<file path="src/rtl/rcpfd_pkg.sv">
// rcpfd_pkg: shared codes and types of the rc pulse frame decoder
// pulse class codes, register indexes, sequencer states and stream widths
// no dependencies
`timescale 1ns / 1ps
`default_nettype none

package rcpfd_pkg;

  // pulse class codes
  localparam logic [1:0] CLS_ZERO    = 2'd0;
  localparam logic [1:0] CLS_ONE     = 2'd1;
  localparam logic [1:0] CLS_SYNC    = 2'd2;
  localparam logic [1:0] CLS_INVALID = 2'd3;

  // configuration register indexes (word address)
  localparam logic REG_LOW_PASS    = 1'b0;
  localparam logic REG_SYNC_FACTOR = 1'b1;

  // stream payload layout
  localparam int IN_TDATA_W  = 32;
  localparam int OUT_TDATA_W = 72;
  localparam int CLASS_LSB   = 64;

  typedef enum logic [2:0] {
    ST_IDLE,
    ST_CALC,
    ST_CLASS,
    ST_RD_A,
    ST_RD_B,
    ST_RD_W
  } state_t;

endpackage

`default_nettype wire

</file>
<file path="src/rtl/rcpfd_ram.sv">
// rcpfd_ram: generic single-write, single-read ram with registered read
// depends on nothing
`timescale 1ns / 1ps
`default_nettype none

module rcpfd_ram #(
  parameter int WIDTH = 34,
  parameter int DEPTH = 50
) (
  input  wire logic                     clk,
  input  wire logic                     we,
  input  wire logic [$clog2(DEPTH)-1:0] waddr,
  input  wire logic [WIDTH-1:0]         wdata,
  input  wire logic                     re,
  input  wire logic [$clog2(DEPTH)-1:0] raddr,
  output logic      [WIDTH-1:0]         rdata
);

  logic [WIDTH-1:0] mem [DEPTH];

  always_ff @(posedge clk) begin
    if (we) begin
      mem[waddr] <= wdata;
    end
    if (re) begin
      rdata <= mem[raddr];
    end
  end

endmodule

`default_nettype wire

</file>
<file path="src/rtl/rc_pulse_frame_decoder_core.sv">
// rc_pulse_frame_decoder_core: edge timestamps in, classified pulse pairs of a frame out
// depends on rcpfd_pkg and rcpfd_ram (pulse/class ring)
//
//   channel  dir  handshake              payload
//   s_*      in   s_tvalid / s_tready    s_tdata: edge_time
//   m_*      out  m_tvalid / m_tready    m_tdata: first_pulse, second_pulse, bit_class;
//                                        m_tlast: frame_end
//   apb      in   psel/penable/pwrite    paddr[2] selects glitch limit or sync multiple
//
// an edge passes ST_IDLE and ST_CALC, then ST_CLASS if a pulse is classified and
//   written to the ring; a completed frame adds readout in ST_RD_A, then ST_RD_B and
//   ST_RD_W per result (one ring read port, two entries each); output stalls lengthen it
// one edge is in work at a time; s_tready is high only while the sequencer is idle
// reset is synchronous; the ring is not cleared, a frame is only sent once it is full
`timescale 1ns / 1ps
`default_nettype none

module rc_pulse_frame_decoder_core #(
  parameter int FRAME_BITS = 25
) (
  input  wire logic                                clk,
  input  wire logic                                rst,
  // edge stream
  input  wire logic                                s_tvalid,
  output logic                                     s_tready,
  input  wire logic [rcpfd_pkg::IN_TDATA_W-1:0]    s_tdata,   // [31:0] edge_time
  // result stream
  output logic                                     m_tvalid,
  input  wire logic                                m_tready,
  output logic      [rcpfd_pkg::OUT_TDATA_W-1:0]   m_tdata,   // [31:0] first_pulse,
                                                              // [63:32] second_pulse,
                                                              // [65:64] bit_class, zero pad
  output logic                                     m_tlast,   // frame_end
  // configuration
  input  wire logic                                psel,
  input  wire logic                                penable,
  input  wire logic                                pwrite,
  input  wire logic [2:0]                          paddr,
  input  wire logic [31:0]                         pwdata,
  output logic      [31:0]                         prdata,
  output logic                                     pready
);

  import rcpfd_pkg::*;

  localparam int RING_LEN = 2 * FRAME_BITS;
  localparam int AW       = $clog2(RING_LEN);
  localparam int BW       = $clog2(FRAME_BITS);
  localparam logic [AW-1:0] RING_LAST = AW'(RING_LEN - 1);
  localparam logic [BW-1:0] BIT_LAST  = BW'(FRAME_BITS - 1);

  // configuration registers
  logic [15:0] glitch_limit;
  logic [7:0]  sync_mult;

  // control state
  state_t              state, state_next;
  logic [31:0]         prior_edge;
  logic [31:0]         pending_pulse;
  logic                merge_next;
  logic [31:0]         recent_pulses [3];
  logic [RING_LEN-1:0] match_chain, match_chain_next;
  logic [AW-1:0]       ring_pos;
  logic [AW-1:0]       rd_ptr;
  logic [BW-1:0]       bit_cnt;

  // work registers
  logic [31:0] edge_q;
  logic [31:0] pulse_q;
  logic [39:0] prod_q;
  logic [32:0] plen_q;
  logic [31:0] first_q;

  // output register
  logic        out_valid;
  logic [31:0] out_first;
  logic [31:0] out_second;
  logic [1:0]  out_class;
  logic        out_last;

  // ring port
  logic           ram_we;
  logic           ram_re;
  logic [33:0]    ram_rdata;
  logic [1:0]     cls;

  // datapath
  logic [31:0] dur;
  logic        is_glitch;
  logic        take;
  logic [32:0] blen;
  logic [34:0] blen3;
  logic [33:0] blen2;
  logic [34:0] plen3;
  logic [33:0] plen2;
  logic        len_ok;
  logic        is_data;
  logic        out_free;
  logic        load_out;
  logic        cfg_wr;

  rcpfd_ram #(
    .WIDTH (34),
    .DEPTH (RING_LEN)
  ) u_ring (
    .clk   (clk),
    .we    (ram_we),
    .waddr (ring_pos),
    .wdata ({cls, pulse_q}),
    .re    (ram_re),
    .raddr (rd_ptr),
    .rdata (ram_rdata)
  );

  // configuration port
  assign pready = 1'b1;
  assign cfg_wr = psel && penable && pwrite;

  always_comb begin
    case (paddr[2])
      REG_LOW_PASS:    prdata = {16'd0, glitch_limit};
      REG_SYNC_FACTOR: prdata = {24'd0, sync_mult};
      default:         prdata = 32'd0;
    endcase
  end

  always_ff @(posedge clk) begin
    if (rst) begin
      glitch_limit <= 16'd100;
      sync_mult    <= 8'd4;
    end else if (cfg_wr) begin
      case (paddr[2])
        REG_LOW_PASS:    glitch_limit <= pwdata[15:0];
        REG_SYNC_FACTOR: sync_mult    <= pwdata[7:0];
        default: ;
      endcase
    end
  end

  // edge front end
  assign dur       = edge_q - prior_edge;
  assign is_glitch = dur < {16'd0, glitch_limit};
  assign take      = (prior_edge != 32'd0) && !is_glitch && !merge_next &&
                     (pending_pulse != 32'd0);

  // classification against the previous pulse
  always_comb begin
    if (prod_q < {8'd0, pulse_q}) begin
      cls = CLS_SYNC;
    end else if (recent_pulses[0] < pulse_q) begin
      cls = CLS_ZERO;
    end else if (recent_pulses[0] > pulse_q) begin
      cls = CLS_ONE;
    end else begin
      cls = CLS_INVALID;
    end
  end

  // bit length within a factor of 1.5 of the previous one
  assign blen    = {1'b0, recent_pulses[0]} + {1'b0, pulse_q};
  assign blen2   = {blen, 1'b0};
  assign blen3   = {2'b00, blen} + {1'b0, blen2};
  assign plen2   = {plen_q, 1'b0};
  assign plen3   = {2'b00, plen_q} + {1'b0, plen2};
  assign len_ok  = (blen3 > {1'b0, plen2}) && ({1'b0, blen2} < plen3);
  assign is_data = (cls == CLS_ZERO) || (cls == CLS_ONE);

  always_comb begin
    match_chain_next[0] = 1'b1;
    for (int i = 1; i < RING_LEN; i++) begin
      if ((i % 2) == 0) begin
        match_chain_next[i] = match_chain[i-1];
      end else if (i != RING_LEN - 1) begin
        match_chain_next[i] = match_chain[i-1] && (i == 1 || len_ok) && is_data;
      end else begin
        match_chain_next[i] = match_chain[i-1] && (cls == CLS_SYNC);
      end
    end
  end

  assign out_free = !out_valid || m_tready;

  // next state
  always_comb begin
    state_next = state;
    case (state)
      ST_IDLE:  if (s_tvalid) state_next = ST_CALC;
      ST_CALC:  state_next = take ? ST_CLASS : ST_IDLE;
      ST_CLASS: state_next = match_chain_next[RING_LEN-1] ? ST_RD_A : ST_IDLE;
      ST_RD_A:  state_next = ST_RD_B;
      ST_RD_B:  state_next = ST_RD_W;
      ST_RD_W: begin
        if (out_free) begin
          state_next = (bit_cnt == BIT_LAST) ? ST_IDLE : ST_RD_B;
        end
      end
      default:  state_next = ST_IDLE;
    endcase
  end

  // sequencer outputs
  always_comb begin
    s_tready = 1'b0;
    ram_we   = 1'b0;
    ram_re   = 1'b0;
    load_out = 1'b0;
    case (state)
      ST_IDLE:  s_tready = 1'b1;
      ST_CLASS: ram_we = 1'b1;
      ST_RD_A:  ram_re = 1'b1;
      ST_RD_B:  ram_re = 1'b1;
      ST_RD_W: begin
        load_out = out_free;
        // fetch the next first pulse while handing over this result
        ram_re   = out_free && (bit_cnt != BIT_LAST);
      end
      default: ;
    endcase
  end

  always_ff @(posedge clk) begin
    if (rst) begin
      state            <= ST_IDLE;
      prior_edge       <= 32'd0;
      pending_pulse    <= 32'd0;
      merge_next       <= 1'b0;
      recent_pulses[0] <= 32'd0;
      recent_pulses[1] <= 32'd0;
      recent_pulses[2] <= 32'd0;
      match_chain      <= '0;
      ring_pos         <= '0;
      rd_ptr           <= '0;
      bit_cnt          <= '0;
      out_valid        <= 1'b0;
    end else begin
      state <= state_next;

      if (state == ST_CALC) begin
        prior_edge <= edge_q;
        if (prior_edge != 32'd0) begin
          if (is_glitch) begin
            pending_pulse <= pending_pulse + dur;
            merge_next    <= 1'b1;
          end else if (merge_next) begin
            pending_pulse <= pending_pulse + dur;
            merge_next    <= 1'b0;
          end else begin
            pending_pulse <= dur;
          end
        end
      end

      if (state == ST_CLASS) begin
        match_chain      <= match_chain_next;
        recent_pulses[0] <= pulse_q;
        recent_pulses[1] <= recent_pulses[0];
        recent_pulses[2] <= recent_pulses[1];
        ring_pos         <= (ring_pos == RING_LAST) ? '0 : ring_pos + 1'b1;
        // readout starts at the oldest entry, which is the next write slot
        rd_ptr           <= (ring_pos == RING_LAST) ? '0 : ring_pos + 1'b1;
        bit_cnt          <= '0;
      end

      if (ram_re) begin
        rd_ptr <= (rd_ptr == RING_LAST) ? '0 : rd_ptr + 1'b1;
      end

      if (load_out) begin
        bit_cnt <= bit_cnt + 1'b1;
      end

      if (load_out) begin
        out_valid <= 1'b1;
      end else if (m_tready) begin
        out_valid <= 1'b0;
      end
    end
  end

  // payload registers
  always_ff @(posedge clk) begin
    if (state == ST_IDLE && s_tvalid) begin
      edge_q <= s_tdata;
    end
    if (state == ST_CALC) begin
      pulse_q <= pending_pulse;
      prod_q  <= {32'd0, sync_mult} * {8'd0, recent_pulses[0]};
      plen_q  <= {1'b0, recent_pulses[1]} + {1'b0, recent_pulses[2]};
    end
    if (state == ST_RD_B) begin
      first_q <= ram_rdata[31:0];
    end
    if (load_out) begin
      out_first  <= first_q;
      out_second <= ram_rdata[31:0];
      out_class  <= ram_rdata[33:32];
      out_last   <= (bit_cnt == BIT_LAST);
    end
  end

  assign m_tvalid = out_valid;
  assign m_tdata  = {6'd0, out_class, out_second, out_first};
  assign m_tlast  = out_last;

endmodule

`default_nettype wire

</file>
<file path="config.mk">
export PLATFORM = sky130hd
export DESIGN_NAME = rc_pulse_frame_decoder_core
export DESIGN_NICKNAME = d
export VERILOG_FILES = /design/src/rtl/rcpfd_pkg.sv /design/src/rtl/rcpfd_ram.sv /design/src/rtl/rc_pulse_frame_decoder_core.sv
export SDC_FILE = /design/constraint.sdc
export NUM_CORES = 2
export LEC_CHECK = 0
export CAP_MARGIN = 25
export CORE_UTILIZATION = 60
export CTS_BUF_LIST = sky130_fd_sc_hd__clkbuf_16
export CTS_CLUSTER_DIAMETER = 200
export CTS_CLUSTER_SIZE = 16
export DETAILED_ROUTE_END_ITERATION = 8
export DONT_BUFFER_PORTS = 1
export PLACE_DENSITY_LB_ADDON = 0.3
export SKIP_CTS_REPAIR_TIMING = 1
export SYNTH_ARGS = -nofsm -noshare
export SYNTH_HDL_FRONTEND = slang
export SYNTH_HIERARCHICAL = 1
export SYNTH_SLANG_ARGS = --single-unit
</file>
<file path="constraint.sdc">
create_clock -name clk -period 11.7 [get_ports clk]
set_clock_uncertainty 0.1 [all_clocks]
set_input_delay 0 -clock clk [delete_from_list [all_inputs] [get_ports clk]]
set_output_delay 0 -clock clk [all_outputs]
set_load 0.01 [all_outputs]
</file>
==> reports/results.ini <==
[clocking]
cts_made_buffers = 157
clock_latency_ns = 0.83
clk_root_buffer_cell = clkbuf_16
tritoncts = done
cts.reportedPaths.clkPinSlew_ns = 0.07
numClockSinks = 2225
clockBufferDepth = 3
h-tree-depth = 4

[hold_path]
min_path_cells = 1
hold_class = primary input to primary output

[timing]
hold_viol = 0
max_slew_margin_pct = 31.38
period_minus_slack_ns = 8.342
slew_violations = 0
rsz0062_at_grt = false
period_share_pct = 71.30
tns_ns = 0
finalSetupViolations = 0
max_freq_mhz = 119.9
worst_pin_slew_ns = 1.022

[drt]
first_iter_violations = 6219
drc = 0
routedWlPerCell_um = 26.95
drt-total-wl_um = 250900
first_pass_iters = 8
num_vias = 60261
ant_nets = 0
viasPerCell = 6.473

[worst_setup_path]
rrSetupSlack_ns = 3.36
r2r-start = pulse_q[1]$_DFFE_PN_
rr_endpoint = match_chain[11]$_SDFFE_PP0P_
worst-setup-path-type = register to register
critPathCaptureType = register
reg2reg_depth = 31
crit_required_ns = 12.34
cp_slowest_stage_delay_ns = 0.83
crit_path_start_kind = register
crit_end = match_chain[11]$_SDFFE_PP0P_
crit_fanout = 52
critPathLaunch = pulse_q[1]$_DFFE_PN_
arrival_ns = 8.98
path_common_cell = nor2_1
worst_path_max_delay_cell = o22ai_2

[synthesis]
synth_edf_count = 2066
yosysSeqAreaShare_pct = 63.09
synth_top_cell_area_share_pct = 60.01
synth_seq_cells = 2225
syn_area_um2 = 103400
yosysUniqueCellTypes = 89
synthFlopType = edfxtp_1
async_flop_share_pct = 0
synth_top_cell_by_area = edfxtp_1
postSynthAreaPerCell_um2 = 15.16
yosysWarnings = 6
postSynthCellCount = 6819
netlist_top_cells_area = edfxtp_1 (60%), mux4_2 (7.9%), ha_1 (4.9%)

[die]
initial_core_util_pct = 60.73
rows = 151
coreArea_um2 = 170200
die_x_um = 417.1
die_area_um2 = 174000
die_y_um = 417.1
io-pin-count = 182

[layout]
postLayoutCoreUtil_pct = 65.91
layout-drive-gt1-share_pct = 11.50
syn_to_final_growth_pct = 8.524
nets = 7615

[pwr]
powerDensity_nw_per_um2 = 146.2
p_leak_nw = 38.96
ir_drop_mv = 0.1530

[place]
finalWeightedCongestion = 0.9027
dpl.hpwl_um = 150100
io_buffers = 0

[grt]
antenna_found_initial = 9
track_usage_pct = 28.34
first_global_vias = 59170
grt_start_max_net_pins = 173
grt_pass1_wl_um = 366000
grt_overflow_total = 0

[status]
outcome = complete, no violations

[run]
drv_cap = 0

## routing by layer
layer	global-route usage, %	vias up	share of wire, %
li1	-	26173	-
met1	38.33	30695	39
met2	47.56	2860	49
met3	4.138	529	8.2
met4	9.247	4	3.7
met5	0	-	0.012
## metrics by stage
step           area [µm²]  power [mW]  cells  worst slack (ns)  hold WS (ns)
6_report           112200       16.40   9309             3.358       0.03358
5_1_grt            112200       17.00   9305             2.811       0.03079
4_1_cts            110800       16.39   9173             3.340       -0.9034
3_5_place_dp       106500       11.42   8960             3.394      -0.05053
3_3_place_gp       106400       11.36   8957             3.476      -0.05003
2_1_floorplan      103500       10.84   6840             4.378     -0.001131
## where the power goes
part           switching [mW]  internal (mW)  total [mW]
Combinational            1.41           1.00        2.41
Sequential              0.113           8.81        8.92
Clock                    2.60           2.47        5.07
## layout make-up
type / count / area [µm²]
Timing Repair Buffer: 273 / 2529
Clock buffer: 161 / 4029
Inverter: 369 / 1391
Multi-Input combinational cell: 3928 / 35790
Sequential cell: 2225 / 65240
Clock inverter: 52 / 329.1
Fill cell: 11343 / 58030
Tap cell: 2295 / 2872
Antenna cell: 6 / 15.01
## worst max-delay path: cells and delay by family (launching register included)
| family | cells | cell delay, ns |
|---|---|---|
| fa+ha+maj | 3 | 1.24 |
| flops | 1 | 0.32 |
| buf+inv | 2 | 0.61 |
| simple gates | 8 | 1.43 |
| xor+xnor | 2 | 0.43 |
| compound gates | 16 | 4.11 |
## cells in the mapped netlist (35+ instances only)
| master | n |
|---|---|
| fa_1 | 186 |
| a22oi_1 | 114 |
| mux4_2 | 362 |
| o21a_1 | 35 |
| dfxtp_1 | 159 |
| nand2_1 | 483 |
| a21oi_1 | 333 |
| o211ai_1 | 39 |
| buf_4 | 50 |
| a21o_1 | 129 |
| nor2b_1 | 60 |
| and2_1 | 189 |
| nand4_1 | 37 |
| o21ai_0 | 120 |
| xor2_1 | 64 |
| xnor2_1 | 127 |
| buf_1 | 43 |
| ha_1 | 401 |
| o221ai_1 | 36 |
| nor3_1 | 88 |
| a211oi_1 | 61 |
| nor2_1 | 304 |
| inv_1 | 366 |
| nand2b_1 | 49 |
| mux2i_1 | 194 |
| clkbuf_1 | 175 |
| edfxtp_1 | 2066 |
| buf_2 | 40 |
| nand3_1 | 59 |
## state kept, by name, indices dropped and copies added (netlist names), 8 cells and up
register	cells
match_chain	49
glitch_limit	16
prod_q	40
out_first	32
edge_q	32
out_second	32
sync_mult	8
plen_q	33
u_ring/rdata	34
pulse_q	32
prior_edge	32
first_q	32
recent_pulses	96
pending_pulse	32
u_ring/mem	1700
## cell families after synthesis
logic type      share of synthesized area (%)
flops                                   63.09
simple gates                            6.381
compound gates                          7.714
buf+inv                                 2.797
fa+ha+maj                               8.455
mux                                     9.939
xor+xnor                                1.618
other cells                          0.007264
## worst min-delay path by stage
stage / start / endpoint / slack (ns)
2_1_floorplan: s_tdata[0] / edge_q[0]$_DFFE_PP_ / -0.001
3_3_place_gp: paddr[2] / prdata[9] / -0.05
3_5_place_dp: paddr[2] / prdata[14] / -0.05
4_1_cts: rst / state[2]$_SDFFE_PP0P_ / -0.90
5_1_grt: paddr[2] / prdata[2] / 0.03
6_report: paddr[2] / prdata[2] / 0.03
## placed cells by master (no fill, tap or decap), types with 64 or more instances in the layout
master	instances
and2_1	188
a21o_1	128
ha_1	401
a21oi_1	333
xnor2_1	127
mux4_2	362
xor2_1	64
dlygate4sd3_1	126
fa_1	186
nor3_1	84
nor2_1	251
nand2_1	483
a22oi_1	114
clkbuf_16	161
edfxtp_1	2066
o21ai_0	120
inv_1	404
dfxtp_1	154
buf_4	135
mux2i_1	194
No activity file was read; power rests on OpenSTA's default activity.
